<file path="config.mk">
export PLATFORM = sky130hd
export DESIGN_NAME = icon_blob_parser_top
export DESIGN_NICKNAME = d
export VERILOG_FILES = /design/src/sv/ibp_pkg.sv /design/src/sv/icon_blob_parser_top.sv /design/src/sv/ibp_mul.sv
export SDC_FILE = /design/constraint.sdc
export NUM_CORES = 1
export LEC_CHECK = 0
export ABC_AREA = 1
export BUFFER_PORTS_ARGS = -buffer_cell sky130_fd_sc_hd__buf_4
export CAP_MARGIN = 20
export CORE_MARGIN = 2
export CORE_UTILIZATION = 65
export CTS_CLUSTER_SIZE = 25
export DETAILED_ROUTE_END_ITERATION = 8
export PLACE_DENSITY = 0.83
export SLEW_MARGIN = 15
export SYNTH_ARGS = -nofsm -noshare
export SYNTH_HDL_FRONTEND = slang
export SYNTH_HIERARCHICAL = 1
export SYNTH_SLANG_ARGS = --single-unit
</file>
<file path="constraint.sdc">
create_clock -name clk -period 5.1 [get_ports clk]
set_clock_uncertainty 0.2 [all_clocks]
set_input_delay 0.51 -clock clk [delete_from_list [all_inputs] [get_ports clk]]
set_output_delay 0.51 -clock clk [all_outputs]
set_load 0.02 [all_outputs]
</file>
<file path="src/sv/ibp_pkg.sv">
// Package for the icon blob parser: result kinds, error codes, config indices, result record.
// Depends on nothing.
`timescale 1ns / 1ps
package ibp_pkg;
	localparam logic [2:0] KIND_ID = 3'd0;
	localparam logic [2:0] KIND_HDR = 3'd1;
	localparam logic [2:0] KIND_PIX = 3'd2;
	localparam logic [2:0] KIND_OK = 3'd3;
	localparam logic [2:0] KIND_REJ = 3'd4;
	localparam logic [2:0] ERR_NONE = 3'd0;
	localparam logic [2:0] ERR_MAGIC = 3'd1;
	localparam logic [2:0] ERR_VER = 3'd2;
	localparam logic [2:0] ERR_TRUNC = 3'd3;
	localparam logic [2:0] ERR_GEOM = 3'd4;
	localparam logic [2:0] ERR_IDLEN = 3'd5;
	localparam logic [2:0] ERR_TRAIL = 3'd6;
	localparam logic [1:0] CFG_VERSION = 2'd0;
	localparam logic [1:0] CFG_MAXDIM = 2'd1;
	localparam logic [1:0] CFG_MAXFRM = 2'd2;
	localparam logic [1:0] CFG_MAXID = 2'd3;
	localparam logic [15:0] DEFAULT_FRAME_MS = 16'd100;
	typedef struct packed {
		logic [2:0] kind;
		logic [7:0] id_char;
		logic [7:0] w;
		logic [7:0] h;
		logic [7:0] f;
		logic keyed;
		logic [15:0] ms;
		logic [7:0] r;
		logic [7:0] g;
		logic [7:0] b;
		logic [2:0] err;
		logic run_end;
	} res_t;
endpackage

</file>
<file path="src/sv/icon_blob_parser_top.sv">
// Top level of the icon blob parser: byte sequencer, result queue, registers.
// Depends on ibp_pkg and ibp_mul.
`timescale 1ns / 1ps
// One blob byte is taken per word. A byte that makes no result leaves the input ready
// for the next byte; a byte that makes results holds the input until its words have
// drained from a two-entry queue. The ninth header byte runs a shared shift-and-add
// unit twice (width*height, then *frames), and the input is held until both products
// are done. Output words leave a register stage.
module icon_blob_parser_top
	import ibp_pkg::*;
(
	input logic clk,
	input logic arst_n,
	input logic in_valid,
	output logic in_ready,
	input logic [7:0] data_byte,
	input logic last_byte,
	output logic out_valid,
	input logic out_ready,
	output logic [2:0] kind,
	output logic [7:0] id_char,
	output logic [7:0] icon_width,
	output logic [7:0] icon_height,
	output logic [7:0] frame_total,
	output logic keyed,
	output logic [15:0] frame_ms,
	output logic [7:0] red,
	output logic [7:0] green,
	output logic [7:0] blue,
	output logic [2:0] error_code,
	output logic run_end,
	input logic cfg_valid,
	output logic cfg_ready,
	input logic [1:0] cfg_index,
	input logic [7:0] cfg_data
);
	localparam logic [2:0] PH_MAGIC = 3'd0;
	localparam logic [2:0] PH_VER = 3'd1;
	localparam logic [2:0] PH_CNT = 3'd2;
	localparam logic [2:0] PH_IDLEN = 3'd3;
	localparam logic [2:0] PH_ID = 3'd4;
	localparam logic [2:0] PH_HDR = 3'd5;
	localparam logic [2:0] PH_PIX = 3'd6;
	localparam logic [2:0] PH_DONE = 3'd7;
	localparam logic [1:0] SQ_IDLE = 2'd0;
	localparam logic [1:0] SQ_MUL1 = 2'd1;
	localparam logic [1:0] SQ_MUL2 = 2'd2;
	localparam logic [1:0] SQ_FIN = 2'd3;

	logic [7:0] ver_q, maxdim_q, maxfrm_q, maxid_q;
	logic [2:0] ph_q;
	logic [3:0] fpos_q;
	logic [7:0] icons_q, idl_q;
	logic [7:0] w_q, h_q, f_q;
	logic flag_q;
	logic [15:0] tm_q;
	logic [23:0] col_q;
	logic [23:0] pix_q;
	logic [1:0] pp_q;
	logic [15:0] pb_q;
	logic disc_q;
	logic last_q;
	logic [1:0] sq_q;
	res_t q0_q, q1_q;
	logic [1:0] qn_q;

	logic mul_start, mul_busy;
	logic [15:0] mul_a;
	logic [7:0] mul_b;
	logic [23:0] mul_p;

	ibp_mul u_mul (
		.clk(clk), .arst_n(arst_n), .start(mul_start), .a(mul_a), .b(mul_b),
		.busy(mul_busy), .prod(mul_p)
	);

	assign cfg_ready = 1'b1;
	assign in_ready = (qn_q == 2'd0) && (sq_q == SQ_IDLE);
	assign out_valid = (qn_q != 2'd0);
	assign kind = q0_q.kind;
	assign id_char = q0_q.id_char;
	assign icon_width = q0_q.w;
	assign icon_height = q0_q.h;
	assign frame_total = q0_q.f;
	assign keyed = q0_q.keyed;
	assign frame_ms = q0_q.ms;
	assign red = q0_q.r;
	assign green = q0_q.g;
	assign blue = q0_q.b;
	assign error_code = q0_q.err;
	assign run_end = q0_q.run_end;

	logic acc;
	assign acc = in_valid && in_ready;

	logic [7:0] magic_c;
	always_comb begin
		case (fpos_q[1:0])
			2'd0: magic_c = 8'h4E;
			2'd1: magic_c = 8'h49;
			default: magic_c = 8'h43;
		endcase
	end

	logic geom_bad;
	assign geom_bad = (w_q == 8'd0) || (h_q == 8'd0) || (f_q == 8'd0) ||
		(w_q > maxdim_q) || (h_q > maxdim_q) || (f_q > maxfrm_q);

	assign mul_start = (acc && !disc_q && ph_q == PH_HDR && fpos_q == 4'd8) ||
		(sq_q == SQ_MUL1 && !mul_busy);
	assign mul_a = (sq_q == SQ_MUL1) ? mul_p[15:0] : {8'd0, w_q};
	assign mul_b = (sq_q == SQ_MUL1) ? f_q : h_q;

	// Byte step: results and next state for the accepted byte.
	res_t r0, r1;
	logic [1:0] n_c;
	logic [2:0] err_c;
	logic [2:0] ph_n;
	logic [3:0] fpos_n;
	logic [7:0] icons_n, idl_n;
	logic [23:0] pix_n;
	logic [1:0] pp_n;
	logic have0;
	always_comb begin
		r0 = '0;
		have0 = 1'b0;
		err_c = ERR_NONE;
		ph_n = ph_q;
		fpos_n = fpos_q;
		icons_n = icons_q;
		idl_n = idl_q;
		pix_n = pix_q;
		pp_n = pp_q;
		unique case (ph_q)
			PH_MAGIC: begin
				if (fpos_q > 4'd2 || data_byte != magic_c) err_c = ERR_MAGIC;
				else if (fpos_q == 4'd2) begin
					ph_n = PH_VER;
					fpos_n = 4'd0;
				end else fpos_n = fpos_q + 4'd1;
			end
			PH_VER: begin
				if (data_byte != ver_q) err_c = ERR_VER;
				else ph_n = PH_CNT;
			end
			PH_CNT: begin
				icons_n = data_byte;
				ph_n = (data_byte != 8'd0) ? PH_IDLEN : PH_DONE;
			end
			PH_IDLEN: begin
				if (data_byte == 8'd0 || data_byte > maxid_q) err_c = ERR_IDLEN;
				else begin
					idl_n = data_byte;
					ph_n = PH_ID;
				end
			end
			PH_ID: begin
				have0 = 1'b1;
				r0.kind = KIND_ID;
				r0.id_char = data_byte;
				idl_n = idl_q - 8'd1;
				if (idl_q == 8'd1) begin
					ph_n = PH_HDR;
					fpos_n = 4'd0;
				end
			end
			PH_HDR: begin
				if (fpos_q < 4'd8) fpos_n = fpos_q + 4'd1;
				else fpos_n = 4'd0;
			end
			PH_PIX: begin
				if (pp_q == 2'd2) begin
					have0 = 1'b1;
					r0.kind = KIND_PIX;
					r0.r = pb_q[15:8];
					r0.g = pb_q[7:0];
					r0.b = data_byte;
					pp_n = 2'd0;
					pix_n = pix_q - 24'd1;
					if (pix_q == 24'd1) begin
						icons_n = icons_q - 8'd1;
						ph_n = (icons_q == 8'd1) ? PH_DONE : PH_IDLEN;
					end
				end else pp_n = pp_q + 2'd1;
			end
			PH_DONE: err_c = ERR_TRAIL;
			default: ;
		endcase
		r0.run_end = (err_c == ERR_NONE) && !last_byte;
	end

	// Tail builder, shared by the byte step, the geometry reject and the header finish.
	function automatic res_t tail(input logic [2:0] e, input logic [2:0] ph);
		res_t t;
		begin
			t = '0;
			if (e != ERR_NONE) begin
				t.kind = KIND_REJ;
				t.err = e;
			end else if (ph == PH_DONE) t.kind = KIND_OK;
			else begin
				t.kind = KIND_REJ;
				t.err = ERR_TRUNC;
			end
			t.run_end = 1'b1;
			return t;
		end
	endfunction

	assign r1 = tail(err_c, ph_n);

	logic hdr_defer;
	assign hdr_defer = (ph_q == PH_HDR) && (fpos_q == 4'd8);

	res_t hdr_r;
	always_comb begin
		hdr_r = '0;
		hdr_r.kind = KIND_HDR;
		hdr_r.w = w_q;
		hdr_r.h = h_q;
		hdr_r.f = f_q;
		hdr_r.keyed = flag_q;
		hdr_r.ms = (tm_q != 16'd0) ? tm_q : DEFAULT_FRAME_MS;
		hdr_r.r = col_q[23:16];
		hdr_r.g = col_q[15:8];
		hdr_r.b = col_q[7:0];
		hdr_r.run_end = !last_q;
	end

	always_ff @(posedge clk or negedge arst_n) begin
		if (!arst_n) begin
			ver_q <= 8'd1;
			maxdim_q <= 8'd32;
			maxfrm_q <= 8'd16;
			maxid_q <= 8'd32;
			ph_q <= PH_MAGIC;
			fpos_q <= 4'd0;
			icons_q <= 8'd0;
			idl_q <= 8'd0;
			pix_q <= 24'd0;
			pp_q <= 2'd0;
			disc_q <= 1'b0;
			sq_q <= SQ_IDLE;
			qn_q <= 2'd0;
			last_q <= 1'b0;
		end else begin
			if (cfg_valid) begin
				unique case (cfg_index)
					CFG_VERSION: ver_q <= cfg_data;
					CFG_MAXDIM: maxdim_q <= cfg_data;
					CFG_MAXFRM: maxfrm_q <= cfg_data;
					CFG_MAXID: maxid_q <= cfg_data;
					default: ;
				endcase
			end
			if (out_valid && out_ready) begin
				q0_q <= q1_q;
				qn_q <= qn_q - 2'd1;
			end
			if (acc) begin
				last_q <= last_byte;
				if (disc_q) begin
					if (last_byte) begin
						disc_q <= 1'b0;
						ph_q <= PH_MAGIC;
						fpos_q <= 4'd0;
						pp_q <= 2'd0;
					end
				end else if (hdr_defer) begin
					fpos_q <= 4'd0;
					if (geom_bad) begin
						q0_q <= tail(ERR_GEOM, ph_q);
						qn_q <= 2'd1;
						disc_q <= !last_byte;
						ph_q <= PH_MAGIC;
						pp_q <= 2'd0;
					end else sq_q <= SQ_MUL1;
				end else begin
					icons_q <= icons_n;
					idl_q <= idl_n;
					pix_q <= pix_n;
					if (err_c != ERR_NONE || last_byte) begin
						ph_q <= PH_MAGIC;
						fpos_q <= 4'd0;
						pp_q <= 2'd0;
						disc_q <= (err_c != ERR_NONE) && !last_byte;
						if (have0) begin
							q0_q <= r0;
							q1_q <= r1;
							qn_q <= 2'd2;
						end else begin
							q0_q <= r1;
							qn_q <= 2'd1;
						end
					end else begin
						ph_q <= ph_n;
						fpos_q <= fpos_n;
						pp_q <= pp_n;
						if (have0) begin
							q0_q <= r0;
							qn_q <= 2'd1;
						end
					end
				end
			end
			unique case (sq_q)
				SQ_IDLE: ;
				SQ_MUL1: if (!mul_busy) sq_q <= SQ_MUL2;
				SQ_MUL2: if (!mul_busy) sq_q <= SQ_FIN;
				SQ_FIN: begin
					sq_q <= SQ_IDLE;
					pix_q <= mul_p;
					pp_q <= 2'd0;
					q0_q <= hdr_r;
					if (last_q) begin
						q1_q <= tail(ERR_NONE, PH_PIX);
						qn_q <= 2'd2;
						ph_q <= PH_MAGIC;
					end else begin
						qn_q <= 2'd1;
						ph_q <= PH_PIX;
					end
				end
				default: ;
			endcase
		end
	end

	always_ff @(posedge clk) begin
		if (acc && !disc_q && ph_q == PH_HDR) begin
			unique case (fpos_q)
				4'd0: w_q <= data_byte;
				4'd1: h_q <= data_byte;
				4'd2: f_q <= data_byte;
				4'd3: flag_q <= data_byte[0];
				4'd4: tm_q <= {8'd0, data_byte};
				4'd5: tm_q[15:8] <= data_byte;
				4'd6: col_q[23:16] <= data_byte;
				4'd7: col_q[15:8] <= data_byte;
				default: col_q[7:0] <= data_byte;
			endcase
		end
		if (acc && !disc_q && ph_q == PH_PIX) begin
			if (pp_q == 2'd0) pb_q[15:8] <= data_byte;
			else if (pp_q == 2'd1) pb_q[7:0] <= data_byte;
		end
	end
endmodule

</file>
<file path="src/sv/ibp_mul.sv">
// Shift-and-add multiplier for the pixel count, one bit per cycle.
// Depends on ibp_pkg.
`timescale 1ns / 1ps
module ibp_mul
	import ibp_pkg::*;
(
	input logic clk,
	input logic arst_n,
	input logic start,
	input logic [15:0] a,
	input logic [7:0] b,
	output logic busy,
	output logic [23:0] prod
);
	logic [23:0] acc_q;
	logic [23:0] a_q;
	logic [7:0] b_q;
	logic [3:0] cnt_q;
	assign busy = (cnt_q != 4'd0);
	assign prod = acc_q;
	always_ff @(posedge clk or negedge arst_n) begin
		if (!arst_n) begin
			cnt_q <= 4'd0;
		end else if (start) begin
			cnt_q <= 4'd8;
		end else if (busy) begin
			cnt_q <= cnt_q - 4'd1;
		end
	end
	always_ff @(posedge clk) begin
		if (start) begin
			acc_q <= 24'd0;
			a_q <= {8'd0, a};
			b_q <= b;
		end else if (busy) begin
			if (b_q[0]) acc_q <= acc_q + a_q;
			a_q <= {a_q[22:0], 1'b0};
			b_q <= {1'b0, b_q[7:1]};
		end
	end
endmodule

</file>
==> qor.yml, run 1 <==
clk_latency_ns: 0.56
holdWs_ns: 0.0790
gp_congestion: 1.01
worstSetupEndpointType: "flip-flop"
avgSynthCellArea_um2: 8.27
synth_xor_area_frac: 0.0102
boundaryPins: 107
postRouteAntennaNets: 0
worst-path-buf-inv: 2
wl_mm: 59.7
cpMostUsedCell: "nand2_1"
crit_slowest_cell: "nand2_2"
dieArea_um2: 34400
row_count: 66
coreArea_um2: 32500
hp-start: "cfg_data[2]"
netlist.area_leader.share: 0.371
status: "finished, final reports clean"
cts_sinks: 388
drtIter0Drc: 2088
clockBufferDepth: 3
cp.required_ns: 5.26
wl_per_cell_um: 19.0
grt_setup_unrepaired: "false"
dp_hpwl_mm: 40.8
start_util: 0.658
crit_start: "maxdim_q[5]"
drv_slew: 0
viasPerCell: 5.87
maxCapViolCount: 0
die_x_um: 186
fin_nets: 2758
synth_compound_area_frac: 0.104
hold_viol: 0
yosys.cell_types.count: 60
drt_first_pass_iters: 6
ir_drop_mv: 0.341
synth.area.mux_share: 0.0123
num_vias: 18417
setup_violations: 0
slew_headroom: 0.361
path_class: "flip-flop to flip-flop"
synth_top_family_by_area: "simple AND/OR/NAND/NOR gates"
grt_start_max_net_pins: 108
worstMarginPinSlew_ns: 0.958
synthTopCellsByArea: "edfxtp_1 37%, nand2_1 11%, dfrtp_1 10%"
io_buffers: 105
startpoint_type: "flip-flop"
die_y_um: 186
post-route-period-util: 0.720
max_clock_freq_mhz: 272
synth_cells: 2591
crit_fanout: 31
yosys_warnings: 6
cts-resized-gates: 0
htreeDepth: 2
cts_buffers: 42
cts_tree: "yes"
hold_path.class: "input port to flip-flop"
synth_fp_nets: 2685
cts_setup_buffers: 0
crit_family: "simple AND/OR/NAND/NOR gates"
grt_overflow: 0
grt_pass1_vias: 17457
synth_seq_cells: 388
ys_seq_area_frac: 0.508
synthAdderAreaFrac: 0.0412
syn2layout_area_growth_pct: 11.5
reg2reg_from: "maxdim_q[5]"
clockRootBuffer: "clkbuf_16"
max_stage_delay_ns: 0.61
synth_simple_gate_area_frac: 0.239
antenna_found_initial: 2
fillers: 2491
syn_area_um2: 21400
layout-drive-gt1-share: 0.0971
leakage_uw: 0.0113
grt_pass1_wl_mm: 93.4
critical_path.cell_chain: "inv_1 > ha_1 > nand2_1 > nor2_1 > nand3_1 > o21ai_0 > nand2_1 > nor2_1 > a21oi_1 > nand2_2 > buf_4 > nand2_1 > o21ai_0"
n_antenna_cell: 0
fin_crit_ns: 3.67
drc: 0
worstPathArrival_ns: 3.83
synth_top_area_cell: "edfxtp_1"
path_clk_slew_ns: 0.06
p_per_area_nw_per_um2: 371
hold_buffers: 1
fin_tns_setup_ns: 0
grt_use_total: 0.349
## kinds of logic after synthesis
logic type / count (synthesis)
DFF: 388
muxes: 26
AOI/OAI and AO/OA: 401
buffers and inverters: 464
other: 1
adders and majority gates: 70
and+or+nand+nor: 1216
xor gates and xnor gates: 25
## cells in the mapped netlist, drive strengths merged
library cell,instances
nand2,656
inv,360
nor2,311
edfxtp,265
o21ai,220
nand3,167
a21oi,114
dfrtp,87
ha,69
clkbuf,62
buf,39
nor3,36
dfxtp,32
nand4,26
mux2i,23
xor2,19
o211ai,15
o22ai,11
nor4,10
o221ai,10
a22o,7
or2,7
xnor2,6
o31ai,5
a21o,4
dfstp,4
clkinv,3
mux2,3
nand3b,3
o21bai,3
o311ai,3
a31o,2
a31oi,2
a211oi,1
a221o,1
a2bb2oi,1
a32oi,1
conb,1
fa,1
o2111ai,1
## worst paths after layout
kind / endpoint / slack [ns] / cells past startpoint
setup / recovery: frame_total[1] / 1.43 / 13
hold / removal: maxfrm_q[2] / 0.08 / 3
setup reg to reg: frame_total[1] / 1.43 / 13
hold reg to reg: maxfrm_q[6] / 0.29 / 2
max in group asynchronous: u_mul/cnt_q[2] / 3.20 / 3
min in group asynchronous: maxfrm_q[7] / 0.44 / 2
## metrics by stage
| step | power, µW | util | worst slack [ns] | cells | instance area (µm²) |
|---|---|---|---|---|---|
| 2_1_floorplan | 5150 | - | 2.06 | 2591 | 21400 |
| 4_1_cts | 8860 | 0.734 | 1.50 | 3137 | 23900 |
| 5_1_grt | 9210 | 0.734 | 1.21 | 3139 | 23900 |
| 3_5_place_dp | 5890 | 0.693 | 1.41 | 3059 | 22500 |
| 6_report | 8860 | 0.734 | 1.43 | 3139 | 23900 |
| 3_3_place_gp | 5810 | 0.693 | 1.51 | 3059 | 22500 |
## layer usage
metal	share of wire	track usage
met1	0.41	0.481
met2	0.47	0.570
met3	0.088	0.0560
met4	0.031	0.115
met5	0.00059	0
## tightest hold or removal path, delay by kind of cell
family / cells / cell delay (ns)
buffers and inverters: 2 / 0.13
AO/OA/AOI/OAI: 1 / 0.15
## registers in the layout, indices dropped and copies added (netlist names), 16 cells and up
register and cells:
q1_q 80, u_mul/a_q 24, col_q 24, pix_q 24, pb_q 16, u_mul/prod 24, frame_ms 16, tm_q 16
## cell usage in the layout (no fill, tap or decap), types with 15 or more instances in the layout
cell type  netlist  layout
dfrtp_1         87      87
nand2_1        644     642
nand4_1         26      26
dfxtp_1         32      32
xor2_1          19      19
a21oi_1        113     113
buf_4            5     125
clkbuf_16        0      44
nor2_1         297     297
inv_1          346     345
nand3_1        164     164
nor3_1          34      34
edfxtp_1       265     265
o211ai_1        15      15
o21ai_0        217     217
mux2i_1         23      23
ha_1            69      69
## layout make-up
class                      count  area, µm²  area share
multi-input combinational   1739       8760       0.367
timing repair buffer         130        993      0.0416
clock inverter                21        168     0.00702
clock buffer                  56       1170      0.0488
inverter                     363       1370      0.0573
tap                          442        553      0.0231
sequential                   388      10900       0.455
## power breakdown
part | internal (µW) | switching, µW
registers | 3750 | 214
logic | 680 | 1230
clock network | 1680 | 1300
(Power assumes the default switching activity.)
==> inputs of run 2 (changes only) <==
CORE_UTILIZATION = 56   (was 65)
PLACE_DENSITY = 0.76   (was 0.83)
clock period = 3 ns   (was 5.1 ns; I/O delays follow)
==> run 2 against run 1 <==
  * First-iteration DRC count shrank 5.5%
  * Critical path type unchanged
  * Die area up 16%
  * Combinational power rose by 80%
  * Largest cell class unchanged
  * Sequential cell count unchanged
  * Final cell count up 4.5%
==> qor.yml, run 2 (synthesis results as in run 1) <==
status: "finished, final reports clean"
dieArea_um2: 39800
layout_commonest_cell: "nand2_1"
fin_nets: 2830
io_buffers: 105
wl_mm: 61.9
drc: 0
power_frac_seq: 0.430
worstMarginPinSlew_ns: 0.796
cts_buffers: 43
cp.required_ns: 3.21
worstHoldEndpoint: "col_q[14]"
die_x_um: 200
path_clk_slew_ns: 0.06
clockBufferDepth: 3
wl_per_cell_um: 18.9
path_class: "flip-flop to flip-flop"
num_vias: 18656
row_count: 71
r2r_cells: 15
hold_path.class: "input port to flip-flop"
fin_tns_setup_ns: 0
top_register: "q1_q"
pwr-share-comb: 0.219
syn2layout_area_growth_pct: 16.3
gp_congestion: 0.981
antenna_found_initial: 0
maxCapViolCount: 0
drv_slew: 0
die_y_um: 200
postRouteAntennaNets: 0
r2r-end: "frame_ms[2]"
worstSetupEndpointType: "flip-flop"
viasPerCell: 5.69
grt_start_max_net_pins: 70
power.internal_uw: 10900
start_util: 0.569
cts_tree: "yes"
pre_cts_slack_ns: 0.0779
leakage_uw: 0.0118
r2r_slack_ns: 0.13
netSwitchingPower_uw: 4780
hold_viol: 0
clk_latency_ns: 0.58
final_cell_mix: "635 x nand2_1, 344 x inv_1, 293 x nor2_1, 265 x edfxtp_1, 213 x o21ai_0"
slew_headroom: 0.469
p_per_area_nw_per_um2: 629
crit_slowest_cell: "dfstp_2"
max_stage_delay_ns: 0.53
grt_use_total: 0.314
holdWs_ns: 0.0587
htreeDepth: 2
largest_register_ffs: 80
cts_sinks: 388
fin_crit_ns: 2.87
final_core_util: 0.662
cpMostUsedCell: "nand2_1"
clockRootBuffer: "clkbuf_16"
drtIter0Drc: 1973
hold_path_depth: 2
n_antenna_cell: 0
crit_fanout: 15
switching_share: 0.305
grt_overflow: 0
ir_drop_mv: 0.603
grt_pass1_vias: 17949
critical_path.cell_chain: "inv_1 > ha_4 > nand2_1 > nor2_2 > nand4_1 > nand2_2 > nand2_1 > nand2_2 > nand3_4 > nor2_4 > nand3_1 > nand2_4 > buf_12 > nand2_1 > a21oi_1"
grt_pass1_wl_mm: 97.3
worstPathArrival_ns: 3.08
max_clock_freq_mhz: 348
hp-start: "data_byte[6]"
layout-drive-gt1-share: 0.122
post-route-period-util: 0.957
dp_hpwl_mm: 43.1
setup_violations: 0
clockPowerShare: 0.351
fin_ws_ns: 0.130
boundaryPins: 107
startpoint_type: "flip-flop"
drt_first_pass_iters: 6
coreArea_um2: 37700
reg2reg_from: "maxid_q[5]"
==> run 2: cell types whose count changed in the layout (fill, tap and decap cells not counted), sizes merged <==
cell         previous run  this run
dlygate4sd3             1        18
buf                   129       181
inv                   363       362
clkinv                 19        24
bufinv                  1         7
clkbuf                 56        50
==> run 2: what timing repair did <==
action                                 CTS  global route
endpoints found under the hold margin  133             0
hold buffers                            18             0
gates resized for setup                  0            30
setup buffers                            0             6
setup endpoints to repair                0           159
==> run 2: metrics by stage <==
stage,total power [µW],std cells,cell area (µm²)
final,15700,3281,24900
after global routing,16300,3281,24900
after CTS,15600,3273,24700
after detailed placement,10100,3176,23100
after global placement,10000,3176,23100
after floorplan,8760,2591,21400
==> run 2: layout make-up <==
class	instances	area [µm²]
fillers	3103	12700
flip-flops and latches	388	10900
multi-input cells	1739	8840
repair buffers	201	1750
inverters	363	1370
clock buffers	48	1090
well taps	511	639
clock inverters	31	353
==> run 2: power by group through the flow <==
stage	Combinational (µW)	Sequential (µW)	Clock (µW)
6_report	3430	6740	5510
5_1_grt	3770	6780	5730
4_1_cts	3350	6740	5540
3_5_place_dp	3300	6830	0
3_3_place_gp	3200	6830	0
2_1_floorplan	1700	7060	0
==> run 2: worst max path at each step <==
stage | startpoint | to | slack, ns | cells past startpoint
after floorplan | qn_q[0] | col_q[10] | 0.17 | 9
after global placement | maxdim_q[5] | pp_q[1] | 0.11 | 16
after detailed placement | maxid_q[5] | q1_q[2] | 0.08 | 16
after CTS | w_q[3] | pp_q[0] | 0.02 | 15
after global routing | fpos_q[1] | frame_ms[8] | -0.02 | 14
final | maxid_q[5] | frame_ms[2] | 0.13 | 15
==> run 2: critical path: cells and delay by family (launching register included) <==
| kind | cells | cell delay, ns |
|---|---|---|
| buffers and inverters | 2 | 0.26 |
| DFF | 1 | 0.53 |
| AOI/OAI and AO/OA | 1 | 0.13 |
| and+or+nand+nor | 11 | 1.29 |
| adders and majority gates | 1 | 0.27 |
==> run 2: routing by layer <==
metal	wire length (µm)	track usage	vias up	part of all wire
li1	-	-	8810	-
met1	25400	0.423	8846	0.41
met2	29500	0.518	860	0.48
met3	4840	0.0430	140	0.078
met4	2170	0.117	0	0.035
met5	0	0	-	0
==> inputs of run 3 (changes only) <==
CORE_UTILIZATION = 58   (was 56)
CTS_BUF_LIST = sky130_fd_sc_hd__clkbuf_4 sky130_fd_sc_hd__clkbuf_8   (was default)
PLACE_DENSITY = 0.78   (was 0.76)
==> run 3 against run 2 <==
  * Power is 3.2% lower
  * Sequential share of layout area rose by 0.34 points
  * Clock-buffer cell count rose by 49
  * Sequential cell count unchanged
  * Worst hold slack better by 0.011 ns
  * First-iteration DRC count decreased by 3.5%
  * Combinational power decreased by 2%
  * Die area fell by 3.4%
  * Final cell count shrank 0.24%
  * Non-clock buffer count shrank 4
  * Routed wire length decreased by 2.4%
  * Critical path type unchanged
==> qor.yml, run 3 (synthesis results as in run 1) <==
crit_slowest_cell: "dfstp_2"
worstSetupEndpointType: "flip-flop"
drc: 0
dp_hpwl_mm: 42.2
status: "finished, final reports clean"
post-route-period-util: 0.943
drv_slew: 0
clk_latency_ns: 0.64
die_y_um: 196
reg2reg_from: "maxid_q[5]"
cpMostUsedCell: "nand2_1"
critical_path.cell_chain: "inv_1 > ha_1 > a21oi_1 > nor2_1 > nor2_1 > nand2_1 > nand2_2 > nand2_1 > nand2_1 > nand3_4 > nor2_4 > nand3_1 > nand2_4 > buf_12 > nand2_1 > o21ai_0"
max_clock_freq_mhz: 353
cts_sinks: 388
leakage_uw: 0.0118
met3_wirelength_mm: 5.30
crit_fanout: 25
r2r_slack_ns: 0.17
coreArea_um2: 36500
grt_overflow: 0
grt_start_max_net_pins: 67
crit_end: "frame_total[4]"
dieArea_um2: 38500
row_count: 70
fillers: 2904
cp.required_ns: 3.25
gp_congestion: 0.954
postRouteAntennaNets: 0
final-seq-area_um2: 10900
cts_buffers: 67
grt_pass1_vias: 18142
p_per_area_nw_per_um2: 614
pre_cts_slack_ns: 0.153
design_area_um2: 24700
pwr-share-comb: 0.222
worstMarginPinSlew_ns: 0.654
layout_commonest_cell: "nand2_1"
io_buffers: 105
maxCapViolCount: 0
boundaryPins: 107
viasPerCell: 5.73
startpoint_type: "flip-flop"
n_antenna_cell: 0
wl_met1_mm: 24.1
r2r_cells: 16
syn2layout_area_growth_pct: 15.4
dr_wl_met2_mm: 28.5
largest_register_ffs: 80
clockRootBuffer: "clkbuf_8"
path_class: "flip-flop to flip-flop"
die_x_um: 196
antenna_found_initial: 0
highest_layer: "met4"
grt_use_total: 0.317
drt_first_pass_iters: 6
num_vias: 18760
fin_nets: 2850
wl_mm: 60.4
layout-drive-gt1-share: 0.132
start_util: 0.587
hold_viol: 0
grt_pass1_wl_mm: 95.6
r2r-end: "frame_total[4]"
path_clk_slew_ns: 0.06
ir_drop_mv: 0.509
clockPowerShare: 0.334
fin_crit_ns: 2.83
cts_tree: "yes"
switching_share: 0.307
setup_violations: 0
power_frac_seq: 0.444
hold_path.class: "input port to async pin"
crit_start: "maxid_q[5]"
clockBufferDepth: 3
drtIter0Drc: 1903
wl_per_cell_um: 18.5
worstPathArrival_ns: 3.08
power.internal_uw: 10500
final_cell_mix: "638 x nand2_1, 342 x inv_1, 295 x nor2_1, 265 x edfxtp_1, 217 x o21ai_0"
multi_input_area_um2: 8820
max_stage_delay_ns: 0.53
holdWs_ns: 0.0696
netSwitchingPower_uw: 4660
fin_ws_ns: 0.170
final_core_util: 0.677
htreeDepth: 3
slew_headroom: 0.564
top_register: "q1_q"
placed_area_um2: 23100
-- run 3: critical path, delay by kind of cell (launching register included) --
family | cells | cell delay, ns
and+or+nand+nor | 11 | 1.20
DFF | 1 | 0.53
adders and majority gates | 1 | 0.28
AOI/OAI and AO/OA | 2 | 0.23
buffers and inverters | 2 | 0.23
-- run 3: metal layers --
| metal | vias up | GRT usage |
|---|---|---|
| met5 | - | 0 |
| met4 | 0 | 0.141 |
| met3 | 173 | 0.0576 |
| met2 | 892 | 0.514 |
| met1 | 8831 | 0.417 |
| li1 | 8864 | - |
-- run 3: worst min-delay path by stage --
stage                      start  cells past startpoint  slack (ns)  endpoint
final                     arst_n                      2        0.07  pix_q[3]
after global routing      arst_n                      2        0.07  pix_q[3]
after CTS                 arst_n                      2        0.05    disc_q
after detailed placement  arst_n                      1        0.11  pix_q[3]
after global placement    arst_n                      1        0.11  pix_q[2]
after floorplan           arst_n                      0       -0.20    disc_q
-- run 3: repair_timing --
action                                  CTS  global route
endpoints found under the hold margin   159             0
gates resized for setup                   0            20
setup buffers                             0             2
endpoints found under the setup margin    0           130
hold buffers                             19             0
-- run 3: area by class of cell --
class | instances | share of cell area
clock buffer | 97 | 0.0479
clock inverter | 21 | 0.00794
inverter | 363 | 0.0554
multi-input combinational | 1739 | 0.357
sequential | 388 | 0.440
tap | 468 | 0.0237
timing repair buffer | 197 | 0.0685
-- run 3: through the flow --
stage / std cells / total power (µW) / setup TNS [ns]
2_1_floorplan: 2591 / 8760 / 0
3_3_place_gp: 3133 / 9980 / 0
3_5_place_dp: 3133 / 10100 / 0
4_1_cts: 3270 / 15200 / 0
5_1_grt: 3273 / 15800 / -0.00802
6_report: 3273 / 15200 / 0
-- run 3: power by group through the flow --
stage | clock network, µW | registers (µW) | logic (µW)
6_report | 5070 | 6740 | 3370
5_1_grt | 5340 | 6770 | 3700
4_1_cts | 5120 | 6720 | 3310
3_5_place_dp | 0 | 6820 | 3270
3_3_place_gp | 0 | 6810 | 3170
2_1_floorplan | 0 | 7060 | 1700
